File: config.mk
export PLATFORM = sky130hd
export DESIGN_NAME = brs_div
export DESIGN_NICKNAME = d
export VERILOG_FILES = /design/src/hw/rtl/brs_pkg.sv /design/src/hw/rtl/brs_div.sv
export SDC_FILE = /design/constraint.sdc
export NUM_CORES = 1
export LEC_CHECK = 0
export ABC_AREA = 1
export BUFFER_PORTS_ARGS = -buffer_cell sky130_fd_sc_hd__buf_2
export CAP_MARGIN = 15
export CORE_MARGIN = 2
export CORE_UTILIZATION = 49
export CTS_CLUSTER_SIZE = 8
export DETAILED_ROUTE_END_ITERATION = 8
export MAX_ROUTING_LAYER = met4
export PLACE_DENSITY = 0.77
export SLEW_MARGIN = 30
export SYNTH_ARGS = -nofsm -noshare
export SYNTH_HDL_FRONTEND = slang
export SYNTH_SLANG_ARGS = --single-unit
File: constraint.sdc
create_clock -name clk -period 6.21 [get_ports clk]
set_input_delay 0.621 -clock clk [delete_from_list [all_inputs] [get_ports clk]]
set_output_delay 0.621 -clock clk [all_outputs]
set_load 0.02 [all_outputs]
File: src/hw/rtl/brs_pkg.sv
`default_nettype none
package brs_pkg;
  localparam int DEF_MAX_WIDTH = 4096;
  localparam int DEF_MAX_HEIGHT = 4096;
  localparam int DEF_SAMPLE_BITS = 16;

  localparam logic [1:0] MODE_PIXEL = 2'd0;
  localparam logic [1:0] MODE_REGION = 2'd1;
  localparam logic [1:0] MODE_COLUMN = 2'd2;

  localparam logic [1:0] KIND_ROW = 2'd0;
  localparam logic [1:0] KIND_REGION = 2'd1;
  localparam logic [1:0] KIND_COLUMN = 2'd2;

  localparam logic [2:0] REG_FRAME_WIDTH = 3'd0;
  localparam logic [2:0] REG_FRAME_HEIGHT = 3'd1;
  localparam logic [2:0] REG_WINDOW_LEFT = 3'd2;
  localparam logic [2:0] REG_WINDOW_TOP = 3'd3;
  localparam logic [2:0] REG_WINDOW_WIDTH = 3'd4;
  localparam logic [2:0] REG_WINDOW_HEIGHT = 3'd5;
  localparam logic [2:0] REG_CLIP_THRESHOLD = 3'd6;

  localparam int DIV_N = 41;
  localparam int DIV_D = 25;

  typedef struct packed {
    logic [1:0] kind;
    logic [11:0] index;
    logic [15:0] minimum;
    logic [15:0] maximum;
    logic [15:0] mean;
    logic [24:0] count;
    logic [15:0] clip_fraction;
  } result_t;
endpackage
`default_nettype wire

File: src/hw/rtl/brs_div.sv
`default_nettype none
module brs_div
  import brs_pkg::*;
(
  input  wire logic clk,
  input  wire logic rst_n,
  input  wire logic start,
  input  wire logic [DIV_N-1:0] numer,
  input  wire logic [DIV_D-1:0] denom,
  output logic busy,
  output logic done,
  output logic [DIV_N-1:0] quot
);
  localparam int CW = $clog2(DIV_N + 1);
  logic [CW-1:0] cnt_r;
  logic busy_r;
  logic done_r;
  logic [DIV_N-1:0] q_r;
  logic [DIV_D:0] rem_r;
  logic [DIV_D-1:0] d_r;
  logic [DIV_D:0] shifted;
  logic [DIV_D:0] diff;

  assign shifted = {rem_r[DIV_D-1:0], q_r[DIV_N-1]};
  assign diff = shifted - {1'b0, d_r};

  always_ff @(posedge clk) begin
    if (!rst_n) begin
      busy_r <= 1'b0;
      done_r <= 1'b0;
      cnt_r <= '0;
    end else begin
      done_r <= 1'b0;
      if (start) begin
        busy_r <= 1'b1;
        cnt_r <= CW'(DIV_N);
        q_r <= numer;
        rem_r <= '0;
        d_r <= denom;
      end else if (busy_r) begin
        if (!diff[DIV_D]) begin
          rem_r <= diff;
          q_r <= {q_r[DIV_N-2:0], 1'b1};
        end else begin
          rem_r <= shifted;
          q_r <= {q_r[DIV_N-2:0], 1'b0};
        end
        cnt_r <= cnt_r - 1'b1;
        if (cnt_r == CW'(1)) begin
          busy_r <= 1'b0;
          done_r <= 1'b1;
        end
      end
    end
  end

  assign busy = busy_r;
  assign done = done_r;
  assign quot = q_r;
endmodule
`default_nettype wire

After elaboration in Yosys (flattened, before gate mapping)

Cells that the tools add are included.

Register bits: 99
Output and inout port bits: 43

Mux-type cells: 11
Reduce and logical (&&, ||, !) cells: 5
Bitwise gates (word level): 2
$add $sub $neg: 2
Eq/ne operators: 1

Operators with widths:

| operator                                                           | number |
|---|---|
| 41-bit 2-to-1 mux                                                  | 2 |
| 25-bit 2-to-1 mux                                                  | 2 |
| 26-bit by 25-bit subtractor with 26-bit output                     | 1 |
| 6-bit 2-to-1 mux                                                   | 2 |
| 6-bit by 1-bit == test with 1-bit output, second input constant    | 1 |
| 6-bit by 1-bit subtractor with 6-bit output, second input constant | 1 |
| 1-bit 2-to-1 mux                                                   | 5 |
| 2-bit AND reduction                                                | 2 |
| 3-bit OR reduction                                                 | 1 |
| 1-bit NOT                                                          | 2 |
| 2-bit nonzero test                                                 | 1 |
| 2-bit OR reduction                                                 | 1 |

Depth between registers and ports, before layout

Gate-level depths: netlist of run 1.

Depth after elaboration: 4
Gate-level depth with buffers: 16
Mapped depth without buffers: 15

Worst setup path before layout of run 1

No wires, ideal clock.

Kind: input -> register
Start: input port start
End: register q_r[0] (netlist: quot[0]) (enable)
Data required time: 5.784 ns
Arrival time: 2.426 ns
Path slack: 3.358 ns
Stages on the path: 3
Setup time: 0.426 ns
Cells stage by stage: clkbuf_1 > nand2_1 > nand2_1

Longest elaborated chain between the ends: 2

Ends and longest elaborated chain:

| what                                 | RTL line      | text |
|---|---|---|
| start, declared                      | brs_div.sv:7  | `input wire logic start,` |
| 2-bit nonzero test (no source line)  | --            |  |
| 2-bit AND reduction (no source line) | --            |  |
| end signal, assigned                 | brs_div.sv:37 | `q_r <= numer;` |
| end signal, assigned                 | brs_div.sv:43 | `q_r <= {q_r[DIV_N-2:0], 1'b1};` |
| end signal, assigned                 | brs_div.sv:46 | `q_r <= {q_r[DIV_N-2:0], 1'b0};` |
| end, declared                        | brs_div.sv:18 | `logic [DIV_N-1:0] q_r;` |

Every way passes these cells.
A chain may end at the register's enable or synchronous reset.

Worst setup path after layout of run 1

Start: input port start
End: register rem_r[19] (enable)

Longest elaborated chain between the ends: 2

Ends and longest elaborated chain:

| what                                 | RTL line      | text |
|---|---|---|
| 2-bit nonzero test (no source line)  | --            |  |
| 2-bit AND reduction (no source line) | --            |  |
| end signal, assigned                 | brs_div.sv:42 | `rem_r <= diff;` |
| end signal, assigned                 | brs_div.sv:45 | `rem_r <= shifted;` |
| end, declared                        | brs_div.sv:19 | `logic [DIV_D:0] rem_r;` |

Every way passes these cells.

==> impl_results.md, run 1 <==
- CTS sink count: 99
- Slowest-stage cell, CP: buf_4
- Synth area leader: edfxtp_1
- Ant diodes: 0
- Avg Inst Size Synth: 7.710 um^2
- Clock Latency Late Sink: 0.35 ns
- TritonCTS clock tree: yes
- Post-Syn Area: 6030 um^2
- FF+latch area: 2893 um^2
- Synthesis-stage register bit count: 99
- Overflow after GRT: 0
- Die area: 13,210 um^2
- Min-delay worst type: in2reg
- Drt via density: 4.897
- Synth top area share: 45.32%
- Clock skew: 0.008689 ns
- Cell total after placement: 1,025
- Asr flop ratio synth: 0%
- Area of the multi-input gates: 2575 um^2
- Ports: 112
- Slew margin rel.: 45.88%
- Antenna violations before repair: 0
- Final ANT Viol Nets: 0
- Critical Path Fanout Max: 52
- EDFF count, synth: 91
- Worst-path cell chain: buf_2 > nand2_1 > nand2_2 > buf_4
- Top FF cell, synth: edfxtp_1
- Sequential area share after synthesis: 47.98%
- Crit path kind: in2reg
- Warnings from Yosys: 0
- Fin Setup TNS: 0 ns
- Die W: 114.9 um
- Most frequent cells in the layout: 320 x nand2_1, 123 x inv_1, 111 x buf_2
- Starting Density: 50.20%
- CTS Buf Count: 9
- Die H: 114.9 um
- Post-route clock period utilization: 40.00%
- DRT Pass-1 Iters: 5
- Filler cells: 1,132
- First-pass GRT wire length: 22.32 mm
- IO buf count: 111
- Reg clk slew, reported paths: 0.07 ns
- CORE AREA: 12,010 um^2
- CP delay by family, top: buffers and inverters
- Max Cap Viol: 0
- RSZ-0062 raised after global routing: false
- Pins Over Slew Limit: 0
- Final core utilization: 57.94%
- Mapped Nets: 879
- Setup violations, final: 0
- DR iter-0 viols: 264
- Worst path max stage delay: 0.63 ns
- Share of cells above drive strength 1: 16.67%
- Vias: 5,098
- Cts repair resizes: 0
- Largest net degree at the start of global routing: 69
- Layout Area Growth over Synthesis: 15.42%
- CTS Hold Bufs: 0
- Most common cell after layout, fill and taps aside: nand2_1
- Hold Fails Final Rpt: 0
- Peak supply drop: 183.4 uV
- Outcome: finished, final reports clean
- Syn Inst Count: 782
- Per-cell routed wire length: 12.97 um
- Residual DRC count: 0
- Num rows: 40
- Layout Cells excl Fill: 1,041
- Worst Path Buf+Inv: 2
- CP endpoint kind: flip-flop
- Ranking of synthesized cells by area: edfxtp_1 45%, nand2_1 20%, inv_1 7.7%
- Highest clock rate: 402.5 MHz
- H-tree Lvls: 3
- Max Root-Sink Buffers: 2
- Leakage power: 3.645 nW
- CP Data Required Time: 6.19 ns
- Post-CTS Setup Repair Bufs: 0
- Final wirelength: 13.50 mm
- GRT Total Usage: 22.04%
- Post-synth cell types: 35
- Critical Path AT: 2.47 ns
- NumNets Final: 986
- Slew @ Worst Pin: 0.8117 ns
- Crit path time final: 2.484 ns
- PD cells: 286.4 nW/um^2
- Placer Congestion: 0.9493
- CP Launch Type: input port
- DP HPWL: 9.956 mm
- Root Buffer: clkbuf_16
- Number of global-route vias before repair: 4,924
[worst paths after layout]
check,startpoint,slack [ns],cells after the start,endpoint
max reg2reg,rem_r[4],3.80,12,rem_r[11]
min reg2reg,cnt_r[1],0.50,2,cnt_r[1]
max,start,3.73,4,rem_r[19]
min,denom[1],0.44,1,d_r[1]
[through the flow]
step | total power, mW | cell area [um^2] | hold slack (ns) | setup WS [ns]
CTS | 2.003 | 6959 | 0.4317 | 3.722
global placement | 1.476 | 6688 | 0.4580 | 3.464
global route | 2.126 | 6959 | 0.4286 | 3.554
finish | 1.993 | 6959 | 0.4367 | 3.726
detailed placement | 1.485 | 6690 | 0.4808 | 3.342
floorplan | 1.342 | 6030 | 0.4447 | 3.358
[layer usage]
| metal | vias up | track usage (%) | share of wire [%] |
|---|---|---|---|
| met3 | 18 | 4.375 | 6.8 |
| met1 | 2286 | 28.45 | 46 |
| met2 | 145 | 34.82 | 46 |
| met4 | 0 | 7.711 | 1.7 |
| li1 | 2649 | - | - |
| met5 | - | - | 0 |
[cell families after synthesis]
kind of cell    count (synthesis)  synth area share, %
buf+inv                       142                9.359
fa+ha+maj                      28                5.935
xor+xnor                       14                2.034
simple gates                  467                31.69
compound gates                 32                3.009
flops                          99                47.98
[report_power, final]
part,leakage (nW),internal (mW),switching [mW],total (mW)
Clock,0.124,0.273,0.245,0.519
Sequential,0.946,0.819,0.0356,0.854
Combinational,2.57,0.212,0.408,0.620
Total,3.64,1.30,0.689,1.99
[cells in the mapped netlist, drive strengths merged (2+ instances only)]
cell type	n
buf	8
clkbuf	8
dfxtp	8
o21bai	2
xnor2	3
nand3	31
xor2	11
inv	125
nor2	82
nor3	9
and2	3
o21ai	4
edfxtp	91
a21oi	22
nand4	8
nand2	330
nand3b	2
ha	27
[worst register-to-register path, stage by stage (launching register included)]
cell	delay [ns]
edfxtp_1	0.40
ha_1	0.38
nand2_1	0.17
nor2_4	0.15
nand3_1	0.10
nand3_2	0.12
nand2_2	0.09
nand3_2	0.08
nand2_2	0.06
nand2_4	0.29
nand2_1	0.18
nand2_1	0.09
nor2_1	0.05
[layout make-up]
class                           count  area share [%]
Multi-Input combinational cell    541           37.00
Clock inverter                      5          0.5214
Timing Repair Buffer              112           8.091
Clock buffer                       11           3.344
Inverter                          126           6.832
Sequential cell                    99           41.57
Tap cell                          147           2.643
[flip-flops by register name, summed over array words and instances (netlist names)]
signal	count
quot	41
cnt_r	6
done	1
busy	1
d_r	25
rem_r	25
Power figures use the tool's default switching activity.
==> inputs of run 2 (changes only) <==
--- a/config.mk
+++ b/config.mk
@@ -5,7 +5,7 @@
 export SDC_FILE = /design/constraint.sdc
 export NUM_CORES = 1
 export LEC_CHECK = 0
-export ABC_AREA = 1
+export ABC_AREA = 0
 export BUFFER_PORTS_ARGS = -buffer_cell sky130_fd_sc_hd__buf_2
 export CAP_MARGIN = 15
 export CORE_MARGIN = 2
@@ -13,7 +13,7 @@
 export CTS_CLUSTER_SIZE = 8
 export DETAILED_ROUTE_END_ITERATION = 8
 export MAX_ROUTING_LAYER = met4
-export PLACE_DENSITY = 0.77
+export PLACE_DENSITY = 0.81
 export SLEW_MARGIN = 30
 export SYNTH_ARGS = -nofsm -noshare
 export SYNTH_HDL_FRONTEND = slang
==> constraint.sdc (replaced) <==
create_clock -name clk -period 2.2 [get_ports clk]
set_input_delay 0.22 -clock clk [delete_from_list [all_inputs] [get_ports clk]]
set_output_delay 0.22 -clock clk [all_outputs]
set_load 0.02 [all_outputs]
==> impl_results.md, run 2 <==
- Synthesis-stage register bit count: 99
- Crit path time final: 3.097 ns
- Synth area leader: edfxtp_1
- Per-cell routed wire length: 17.89 um
- PD cells: 710.5 nW/um^2
- CP Launch Type: flip-flop
- Failing checks: setup timing
- GRT Total Usage: 27.23%
- H-tree Lvls: 3
- Clock Latency Late Sink: 0.39 ns
- Crit path kind: reg2reg
- RSZ-0062 raised after global routing: true
- First-pass GRT wire length: 23.74 mm
- Reg clk slew, reported paths: 0.10 ns
- DRT Pass-1 Iters: 5
- Critical Path Fanout Max: 11
- Most common cell after layout, fill and taps aside: buf_2
- Max Root-Sink Buffers: 2
- CTS sink count: 99
- Post-synthesis mux area share: 8.582%
- Num rows: 38
- Top FF cell, synth: edfxtp_1
- DP HPWL: 9.509 mm
- Max Cap Viol: 0
- Die H: 108.6 um
- CORE AREA: 10,750 um^2
- Peak supply drop: 520.7 uV
- IO buf count: 111
- Final core utilization: 71.55%
- Worst setup margin: -0.8969 ns
- Critical Path AT: 3.31 ns
- Warnings from Yosys: 0
- Ant diodes: 0
- RR Endpoint: rem_r[18]
- Root Buffer: clkbuf_8
- NumNets Final: 769
- XOR/XNOR share of the synthesized area: 2.612%
- Number of global-route vias before repair: 4,962
- Die W: 108.6 um
- WHS: 0.01547 ns
- Slew @ Worst Pin: 0.6049 ns
- CP endpoint kind: flip-flop
- Layout Area Growth over Synthesis: 43.31%
- Ports: 112
- Share of cells above drive strength 1: 48.01%
- Placer Congestion: 0.8812
- Slew margin rel.: 59.67%
- Overflow after GRT: 0
- Hold Fails Final Rpt: 0
- Synth Area in Compound Gates: 16.67%
- Post-route clock period utilization: 140.8%
- Synth Area in Adders: 6.670%
- Reg2Reg Launch Point: rem_r[16]
- Final ANT Viol Nets: 0
- Asr flop ratio synth: 0%
- Avg Inst Size Synth: 12.14 um^2
- Setup violations, final: 26
- Drt via density: 5.714
- TritonCTS clock tree: yes
- CP Data Required Time: 2.41 ns
- Total power: 5.463 mW
- Syn Inst Count: 442
- Leakage power: 3.248 nW
- Filler cells: 740
- Hold depth: 1
- Synth Area in Simple Gates: 7.206%
- Sequential area share after synthesis: 53.92%
- Synth top area share: 50.93%
- Synth top cells by count: 91 x edfxtp_1, 40 x mux2_2, 36 x inv_1, 27 x ha_1, 23 x nor2_1
- Post-synth cell types: 56
- R2R depth: 10
- Largest register FFs: 41
- Highest clock rate: 322.9 MHz
- EDFF count, synth: 91
- Post-Syn Area: 5365 um^2
- Pins Over Slew Limit: 0
- Ranking of synthesized cells by area: edfxtp_1 51%, mux2_2 8.4%, ha_1 6.3%
- Main combinational cell family by area after synthesis: compound AO/OA/AOI/OAI gates
- Residual DRC count: 0
- Largest net degree at the start of global routing: 55
- Vias: 4,668
- Crit path launch: rem_r[16]
- Reg-to-reg slack, setup: -0.90 ns
- Min-delay worst type: in2reg
- Die area: 11,800 um^2
- DP Worst Slack: -0.9347 ns
- Starting Density: 49.93%
- Final wirelength: 14.62 mm
- CTS Buf Count: 9
- Antenna violations before repair: 0
- Count leader, synth: edfxtp_1
- Outcome: finished, violations left
- Clock skew: 0.01608 ns
- Mapped Nets: 539
- Most frequent cells in the layout: 111 x buf_2, 95 x buf_4, 91 x edfxtp_1
- DR iter-0 viols: 280
- Setup crit end: rem_r[18]
[run 2: cells by family (layout without fill, tap and decap cells)]
kind of cell,count (synthesis),after routing
XOR/XNOR,16,16
adder cells (fa/ha/maj),28,28
AO/OA/AOI/OAI,121,121
buffers and inverters,58,293
multiplexers,41,41
AND/OR/NAND/NOR,79,79
flip-flops,99,99
[run 2: critical path: stages, from the launching register on]
cell and delay [ns]:
edfxtp_1 0.41, ha_1 0.23, buf_4 0.16, nor3_1 0.26, a21oi_2 0.10, or3_4 0.37
o211a_1 0.26, o31a_1 0.33, or2_4 0.32, buf_16 0.17, o41ai_4 0.30
[run 2: worst min path at each step]
stage,startpoint,end,slack (ns)
floorplan,denom[0],d_r[0],0.32
global placement,denom[9],d_r[9],0.40
detailed placement,denom[7],d_r[7],0.40
CTS,denom[20],d_r[20],0.0002
global route,denom[3],d_r[3],0.001
finish,denom[20],d_r[20],0.02
[run 2: per-stage QoR]
step                std cells  instance area, um^2  setup TNS (ns)
floorplan                 442                 5425          -19.33
global placement          764                 6768          -19.24
detailed placement        764                 6768          -22.33
CTS                       814                 7571          -20.86
global route              817                 7689          -25.26
finish                    817                 7689          -21.88
[run 2: power by group]
| group | leakage (nW) | internal (mW) | switching [mW] |
|---|---|---|---|
| Sequential | 0.935 | 2.26 | 0.0927 |
| Clock | 0.0829 | 0.424 | 0.678 |
| Combinational | 2.23 | 1.03 | 0.975 |
| Total | 3.25 | 3.72 | 1.75 |
[run 2: cell type report]
type	count	area (um^2)	share of cell area, %
timing repair buffer	240	1724	22.42
clock inverter	6	47.55	0.6184
tap	140	175.2	2.278
multi-input combinational	285	2582	33.59
inverter	37	138.9	1.806
clock buffer	10	127.6	1.660
sequential	99	2893	37.62
[run 2: layer usage]
layer / global-route usage [%] / part of all wire, %
met2: 44.02 / 49
met4: 13.00 / 3.2
met3: 5.977 / 6.4
met1: 32.51 / 41
met5: - / 0
[run 2: what timing repair did]
item                                    4_1_cts  5_1_grt
hold buffers                                 22        0
gates resized for setup                      45       16
pin swaps                                    24       12
gates cloned                                  4        0
endpoints found under the setup margin       26       26
endpoints found under the hold margin        22        0
buffers inserted                              8        3
